===== config.mk =====
export PLATFORM = sky130hd
export DESIGN_NAME = hsv_to_rgb_converter
export DESIGN_NICKNAME = d
export VERILOG_FILES = /design/src/hdl/hsv2rgb_pkg.sv /design/src/hdl/hsv_to_rgb_converter.sv /design/src/hdl/hsv2rgb_level.sv
export SDC_FILE = /design/constraint.sdc
export NUM_CORES = 2
export LEC_CHECK = 0
export ABC_AREA = 1
export BUFFER_PORTS_ARGS = -buffer_cell sky130_fd_sc_hd__buf_2
export CORE_ASPECT_RATIO = 1.4
export CORE_MARGIN = 3
export CORE_UTILIZATION = 45
export CTS_BUF_LIST = sky130_fd_sc_hd__clkbuf_8
export CTS_CLUSTER_DIAMETER = 80
export CTS_CLUSTER_SIZE = 40
export DETAILED_ROUTE_END_ITERATION = 12
export GPL_ROUTABILITY_DRIVEN = 0
export PLACE_DENSITY = 0.58
export SLEW_MARGIN = 20
export SYNTH_ARGS = -nofsm -noshare
export SYNTH_HDL_FRONTEND = slang
export SYNTH_SLANG_ARGS = --single-unit

===== constraint.sdc =====
create_clock -name clk -period 8.35 [get_ports clk]
set_clock_uncertainty 0.05 [all_clocks]
set_input_delay 0.4175 -clock clk [delete_from_list [all_inputs] [get_ports clk]]
set_output_delay 0.4175 -clock clk [all_outputs]
set_load 0.02 [all_outputs]

===== src/hdl/hsv2rgb_pkg.sv =====
// ----------------------------------------------------------------------------
// HSV to RGB package
// Widths, fixed-point constants, sector codes and the divide-by-15 helper.
// ----------------------------------------------------------------------------
package hsv2rgb_pkg;

  localparam int unsigned HueW  = 15;
  localparam int unsigned QW    = 9;   // Q1.8 saturation / brightness
  localparam int unsigned ChW   = 8;
  localparam int unsigned RemW  = 12;  // hue offset inside a sector
  localparam int unsigned NumW  = 20;  // term numerator, scale 983040
  localparam int unsigned ProdW = 29;  // v * numerator
  localparam int unsigned YW    = 12;  // 255 * prod / 2^24

  localparam logic [HueW-1:0] HUE_FULL_TURN = 15'd23040;
  localparam logic [RemW-1:0] HUE_SECTOR    = 12'd3840;
  localparam logic [QW-1:0]   Q_ONE         = 9'd256;
  localparam logic [NumW-1:0] FRAC_ONE      = 20'd983040;

  // 251658240 = 15 * 2^24: shift by 24, then divide by 15
  localparam int unsigned     ScaleShift    = 24;
  localparam logic [12:0]     DIV15_RECIP   = 13'd4370;

  // Sixty-degree hue sectors
  typedef enum logic [2:0] {
    SEC_RED_YEL = 3'd0,
    SEC_YEL_GRN = 3'd1,
    SEC_GRN_CYN = 3'd2,
    SEC_CYN_BLU = 3'd3,
    SEC_BLU_MAG = 3'd4,
    SEC_MAG_RED = 3'd5
  } sector_t;

  // floor(y / 15) for y up to 3825, reciprocal multiply
  function automatic logic [ChW-1:0] div15(input logic [YW-1:0] y);
    logic [24:0] prod;
    prod = 25'(y) * 25'(DIV15_RECIP);
    return prod[23:16];
  endfunction

endpackage


===== src/hdl/hsv_to_rgb_converter.sv =====
// ----------------------------------------------------------------------------
// HSV to RGB converter
// Fixed-point HSV to 8-bit RGB, one word per clock.
// ----------------------------------------------------------------------------
// A word is taken on every clock edge where start is high; busy is never
// asserted. Each word gives one RGB word on out_red/out_green/out_blue,
// marked by out_valid for one cycle, when it leaves the last stage. The
// receiver cannot stall, and none is needed: the six-stage pipeline (clamp,
// sector split, term numerators, v multiply, scale by 255, divide by 15 with
// channel select) moves one word per stage every clock.
module hsv_to_rgb_converter
  import hsv2rgb_pkg::*;
(
  input  logic              clk,
  input  logic              rst_n,
  input  logic              start,
  output logic              busy,
  input  logic [HueW-1:0]   in_hue,
  input  logic [QW-1:0]     in_saturation,
  input  logic [QW-1:0]     in_brightness,
  output logic              out_valid,
  output logic [ChW-1:0]    out_red,
  output logic [ChW-1:0]    out_green,
  output logic [ChW-1:0]    out_blue
);

  logic            accept;

  // stage 1: clamped inputs
  logic            valid1_r;
  logic [HueW-1:0] h1_r, h1_nxt;
  logic [QW-1:0]   s1_r, s1_nxt;
  logic [QW-1:0]   v1_r, v1_nxt;

  // stage 2: sector and offset
  logic            valid2_r;
  sector_t         sec2_r, sec2_nxt;
  logic [RemW-1:0] rem2_r, rem2_nxt;
  logic [QW-1:0]   s2_r;
  logic [QW-1:0]   v2_r;
  logic [HueW-1:0] base;

  // stage 3: numerators
  logic            valid3_r;
  sector_t         sec3_r;
  logic [QW-1:0]   v3_r;
  logic [NumW-1:0] np3_r, np3_nxt;
  logic [NumW-1:0] nq3_r, nq3_nxt;
  logic [NumW-1:0] nt3_r, nt3_nxt;

  // stages 4, 5 run inside the lanes
  logic            valid4_r, valid5_r;
  sector_t         sec4_r, sec5_r;
  logic [ChW-1:0]  lv, lp, lq, lt;

  // output register
  logic            out_valid_r;
  logic [ChW-1:0]  red_r, red_nxt;
  logic [ChW-1:0]  green_r, green_nxt;
  logic [ChW-1:0]  blue_r, blue_nxt;

  assign busy   = 1'b0;
  assign accept = start && !busy;

  // Clamp: hue at or above a full turn goes to zero, levels above one saturate
  always_comb begin
    h1_nxt = (in_hue >= HUE_FULL_TURN) ? '0 : in_hue;
    s1_nxt = (in_saturation > Q_ONE) ? Q_ONE : in_saturation;
    v1_nxt = (in_brightness > Q_ONE) ? Q_ONE : in_brightness;
  end

  // Sector by threshold compare, offset by subtract
  always_comb begin
    if (h1_r >= 15'(5 * HUE_SECTOR)) begin
      sec2_nxt = SEC_MAG_RED;
      base     = 15'(5 * HUE_SECTOR);
    end else if (h1_r >= 15'(4 * HUE_SECTOR)) begin
      sec2_nxt = SEC_BLU_MAG;
      base     = 15'(4 * HUE_SECTOR);
    end else if (h1_r >= 15'(3 * HUE_SECTOR)) begin
      sec2_nxt = SEC_CYN_BLU;
      base     = 15'(3 * HUE_SECTOR);
    end else if (h1_r >= 15'(2 * HUE_SECTOR)) begin
      sec2_nxt = SEC_GRN_CYN;
      base     = 15'(2 * HUE_SECTOR);
    end else if (h1_r >= 15'(HUE_SECTOR)) begin
      sec2_nxt = SEC_YEL_GRN;
      base     = 15'(HUE_SECTOR);
    end else begin
      sec2_nxt = SEC_RED_YEL;
      base     = '0;
    end
    rem2_nxt = RemW'(h1_r - base);
  end

  // Numerators on the 983040 scale: p, q, t
  always_comb begin
    np3_nxt = NumW'(NumW'(Q_ONE - s2_r) * NumW'(HUE_SECTOR));
    nq3_nxt = FRAC_ONE - NumW'(NumW'(s2_r) * NumW'(rem2_r));
    nt3_nxt = FRAC_ONE - NumW'(NumW'(s2_r) * NumW'(HUE_SECTOR - rem2_r));
  end

  // Valid bits
  always_ff @(posedge clk) begin
    if (!rst_n) begin
      valid1_r    <= 1'b0;
      valid2_r    <= 1'b0;
      valid3_r    <= 1'b0;
      valid4_r    <= 1'b0;
      valid5_r    <= 1'b0;
      out_valid_r <= 1'b0;
    end else begin
      valid1_r    <= accept;
      valid2_r    <= valid1_r;
      valid3_r    <= valid2_r;
      valid4_r    <= valid3_r;
      valid5_r    <= valid4_r;
      out_valid_r <= valid5_r;
    end
  end

  // Payload
  always_ff @(posedge clk) begin
    h1_r    <= h1_nxt;
    s1_r    <= s1_nxt;
    v1_r    <= v1_nxt;
    sec2_r  <= sec2_nxt;
    rem2_r  <= rem2_nxt;
    s2_r    <= s1_r;
    v2_r    <= v1_r;
    sec3_r  <= sec2_r;
    v3_r    <= v2_r;
    np3_r   <= np3_nxt;
    nq3_r   <= nq3_nxt;
    nt3_r   <= nt3_nxt;
    sec4_r  <= sec3_r;
    sec5_r  <= sec4_r;
    red_r   <= red_nxt;
    green_r <= green_nxt;
    blue_r  <= blue_nxt;
  end

  // Four term lanes
  hsv2rgb_level u_lane_v (.clk(clk), .v(v3_r), .num(FRAC_ONE), .level(lv));
  hsv2rgb_level u_lane_p (.clk(clk), .v(v3_r), .num(np3_r),    .level(lp));
  hsv2rgb_level u_lane_q (.clk(clk), .v(v3_r), .num(nq3_r),    .level(lq));
  hsv2rgb_level u_lane_t (.clk(clk), .v(v3_r), .num(nt3_r),    .level(lt));

  // Channel select by sector
  always_comb begin
    case (sec5_r)
      SEC_RED_YEL: begin red_nxt = lv; green_nxt = lt; blue_nxt = lp; end
      SEC_YEL_GRN: begin red_nxt = lq; green_nxt = lv; blue_nxt = lp; end
      SEC_GRN_CYN: begin red_nxt = lp; green_nxt = lv; blue_nxt = lt; end
      SEC_CYN_BLU: begin red_nxt = lp; green_nxt = lq; blue_nxt = lv; end
      SEC_BLU_MAG: begin red_nxt = lt; green_nxt = lp; blue_nxt = lv; end
      default:     begin red_nxt = lv; green_nxt = lp; blue_nxt = lq; end
    endcase
  end

  assign out_valid = out_valid_r;
  assign out_red   = red_r;
  assign out_green = green_r;
  assign out_blue  = blue_r;

endmodule


===== src/hdl/hsv2rgb_level.sv =====
// ----------------------------------------------------------------------------
// HSV to RGB channel level lane
// Two register stages: v * numerator, then times 255 and shifted by 24.
// The divide by 15 after the second stage is left combinational.
// ----------------------------------------------------------------------------
module hsv2rgb_level
  import hsv2rgb_pkg::*;
(
  input  logic            clk,
  input  logic [QW-1:0]   v,
  input  logic [NumW-1:0] num,
  output logic [ChW-1:0]  level
);

  logic [ProdW-1:0] prod_r;
  logic [YW-1:0]    scaled_r;
  logic [YW-1:0]    scaled_nxt;
  logic [ProdW+7:0] wide;

  // times 255 as shift and subtract, then drop 24 fraction bits
  always_comb begin
    wide       = {prod_r, 8'd0} - {8'd0, prod_r};
    scaled_nxt = wide[ScaleShift +: YW];
  end

  always_ff @(posedge clk) begin
    prod_r   <= ProdW'(v) * ProdW'(num);
    scaled_r <= scaled_nxt;
  end

  assign level = div15(scaled_r);

endmodule


==> flow_summary_export.csv <==
group,metric,value,unit
routing,met3_length,2560,µm
synth,post_synthesis_instance_area,42800,µm²
synth,yosys_register_bits,304,
worst_setup_path,start_kind,"flop",
routing,wl_per_cell,14.9,µm
synth,ys_async_sr_fraction,0,%
synth,synth_ff_type,"sky130_fd_sc_hd__dfxtp_1",
flow_run,maxCapViolations,0,
routing,met2_length,54400,µm
sta,final.hold.worst_slack,0.269,ns
worst_setup_path,timing.setup.critical_path_class,"reg2reg",
die,io_pins,62,
routing,drt_iter0_markers,1598,
sta,tightest_slew,0.940,ns
layout,syn_to_final_growth,5.54,%
sta,hold_violations,0,
worst_setup_path,count_of_buffering_cells_on_the_critical_path_with_inverters_included,4,
cts,clkSinkCount,304,
worst_setup_path,critPathRequiredTime,8.88,ns
routing,routedLengthMet1,41300,µm
cts,post_cts_resize_count,0,
place,detailed_place.area,44100,µm²
cts,cts_setup_buffers,0,
cts,cts_max_level,1,
cts,tritoncts,"done",
place,port_buffers,60,
sta,tns,0,ns
synth,synth_seq_area_share,14.2,%
routing,dr_total_vias,34290,
worst_setup_path,critical_path.max_stage_delay,0.57,ns
sta,setup_repair_after_global_routing_missed_its_margin,"false",
routing,detail_route.first_pass.iterations,5,
cts,cts_buffers,22,
sta,slew-limit-headroom,37.3,%
global_route,via_count_of_the_first_global_routing_pass,36088,
layout,commonest_non_fill_non_tap_cell_in_the_layout,"sky130_fd_sc_hd__nand2_1",
hold_path,hold_path.class,"reg2reg",
die,initial_core_util,45.4,%
layout,design.final.nets,6796,
die,floorplan.rows,133,
die,floorplan.core_area,94200,µm²
routing,highest_layer,"met4",
worst_setup_path,worst_path_most_repeated_cell,"sky130_fd_sc_hd__fa_1",
die,die_h,371,µm
global_route,initial_antenna_violation_count,1,
cts,clk_pin_slew_worst_paths,0.16,ns
routing,antenna_left,0,
worst_setup_path,cp-end-kind,"flop",
routing,via_per_inst,5.00,
layout,drive_gt1_share,3.24,%
place,place_hpwl,86100,µm
synth,ys_types,62,
cts,maximum_count_of_clock_buffers_along_a_single_path,3,
synth,syn_area_per_cell,7.58,µm²
sta,max_freq,0.173,GHz
sta,setup-violations-final,0,
global_route,grt-ovfl-total,0,
sta,fin_crit,5.79,ns
synth,synth-warning-count,0,
synth,syn-num-nets,6813,
layout,filler_cell_count,9445,
synth,postSynthCellCount,5649,
routing,routed_wirelength,102000,µm
cts,clock_latency,0.69,ns
sta,report.final.slew_viol_count,0,
layout,final_cell_mix,"sky130_fd_sc_hd__nand2_1 (1298), sky130_fd_sc_hd__inv_1 (1282), sky130_fd_sc_hd__ha_1 (585), sky130_fd_sc_hd__fa_1 (543), sky130_fd_sc_hd__nor2_1 (374)",
die,die_x,267,µm
die,floorplan_die_area,98900,µm²
worst_setup_path,cp_max_fo,10,
global_route,pin_count_of_the_biggest_net_entering_global_routing,56,
worst_setup_path,crit_path_max_delay_cell_type,"sky130_fd_sc_hd__dfxtp_1",
layout,register_area,6100,µm²
worst_setup_path,critical-path-top-delay-family,"adder cells",
synth,synth-edff-count,0,
worst_setup_path,worst-endpoint-arrival,6.32,ns
worst_setup_path,crit_chain,"inv_2 -> ha_1 -> nand2_1 -> nor2_4 -> a31oi_1 -> nand3_1 -> nand2_1 -> nor2_1 -> fa_1 -> inv_1 -> fa_1 -> fa_1 -> fa_1 -> inv_1 -> fa_1 -> inv_1 -> ha_1 -> a21oi_1 -> o21ai_0 -> a21oi_1 -> nand2_1 -> nand3_1 -> nand2_1 -> xor2_1",
run_status,outcome,"complete, no violations",
sta,final.period_utilization,69.4,%
global_route,track_usage,21.2,%
routing,route.detailed.drc,0,
layout,final_design_area_no_fill,45200,µm²
layout,multiInputGateArea,31200,µm²
global_route,grt_first_pass_wirelength,173000,µm
cts,ctsRootBufferMaster,"sky130_fd_sc_hd__clkbuf_8",
==> cells in the mapped netlist, types with 8 or more instances <==
library cell,instances,share of area [%]
sky130_fd_sc_hd__ha_1,585,17
sky130_fd_sc_hd__inv_2,16,0.14
sky130_fd_sc_hd__xnor2_1,45,0.92
sky130_fd_sc_hd__o21bai_1,28,0.49
sky130_fd_sc_hd__nor2_2,9,0.13
sky130_fd_sc_hd__a21o_1,30,0.53
sky130_fd_sc_hd__o21ai_0,110,1.3
sky130_fd_sc_hd__nor2_1,374,3.3
sky130_fd_sc_hd__inv_1,1282,11
sky130_fd_sc_hd__nand3_1,245,2.9
sky130_fd_sc_hd__fa_1,543,25
sky130_fd_sc_hd__dfxtp_1,304,14
sky130_fd_sc_hd__nand2_1,1298,11
sky130_fd_sc_hd__buf_2,8,0.094
sky130_fd_sc_hd__nand3b_1,26,0.46
sky130_fd_sc_hd__nor4_1,12,0.18
sky130_fd_sc_hd__a31oi_1,21,0.31
sky130_fd_sc_hd__o21ai_1,18,0.21
sky130_fd_sc_hd__nand4_1,86,1.3
sky130_fd_sc_hd__a21oi_1,229,2.7
sky130_fd_sc_hd__xor2_1,108,2.2
sky130_fd_sc_hd__nor3_1,42,0.49
sky130_fd_sc_hd__o21a_1,17,0.30
sky130_fd_sc_hd__buf_1,12,0.11
sky130_fd_sc_hd__clkbuf_1,123,1.1
==> path summary, 6_finish.rpt <==
path | startpoint | slack [ns] | to | depth (start not counted)
setup / recovery | rem2_r[1]$_DFF_P_ | 2.56 | nt3_r[15]$_DFF_P_ | 24
setup reg to reg | rem2_r[1]$_DFF_P_ | 2.56 | nt3_r[15]$_DFF_P_ | 24
hold reg to reg | v2_r[8]$_DFF_P_ | 0.27 | v3_r[8]$_DFF_P_ | 0
hold / removal | v2_r[8]$_DFF_P_ | 0.27 | v3_r[8]$_DFF_P_ | 0
==> layout make-up <==
type | count | share of cell area [%]
Antenna cell | 1 | 0.00554
Clock buffer | 23 | 0.701
Clock inverter | 17 | 0.817
Inverter | 1300 | 10.8
Multi-Input combinational cell | 3897 | 69.2
Sequential cell | 304 | 13.5
Tap cell | 1215 | 3.36
Timing Repair Buffer | 107 | 1.65
==> metal layers <==
metal,vias up,global-route usage (%)
met5,-,0
met4,0,7.49
met3,187,1.46
met2,550,41.4
met1,16307,24.0
li1,17246,-
==> flip-flops by register name, indices dropped and copies added (netlist names), 8 cells and up <==
signal and cells:
u_lane_v.prod_r 13, rem2_r 12, u_lane_p.scaled_r 12, v3_r 9
u_lane_q.scaled_r 12, u_lane_q.prod_r 28, u_lane_t.prod_r 29, u_lane_p.prod_r 21
out_green 8, u_lane_t.scaled_r 12, np3_r 12, s1_r 9
u_lane_v.scaled_r 12, h1_r 15, v2_r 9, nq3_r 19
nt3_r 20, s2_r 9, out_red 8, v1_r 9
out_blue 8
==> through the flow <==
| step | std cells | worst slack, ns | utilization (%) |
|---|---|---|---|
| 2_1_floorplan | 5649 | 3.16 | - |
| 3_3_place_gp | 6787 | 2.64 | 46.8 |
| 3_5_place_dp | 6787 | 2.61 | 46.8 |
| 4_1_cts | 6863 | 2.56 | 48.0 |
| 5_1_grt | 6864 | 2.04 | 48.0 |
| 6_report | 6864 | 2.56 | 48.0 |
==> timing repair <==
action | CTS | global route
hold buffers | 36 | 0
hold endpoints to repair | 39 | 0
setup endpoints to repair | 0 | 0
==> logic make-up after synthesis <==
family	synth area share, %
other	0.00876
xor gates and xnor gates	3.13
DFF	14.2
buffers and inverters	12.8
AOI/OAI and AO/OA	6.43
and+or+nand+nor	20.9
adders and majority gates	42.5
Power is not shown: default switching activity piles up to over one toggle a cycle in this logic, so the estimate is an artifact.
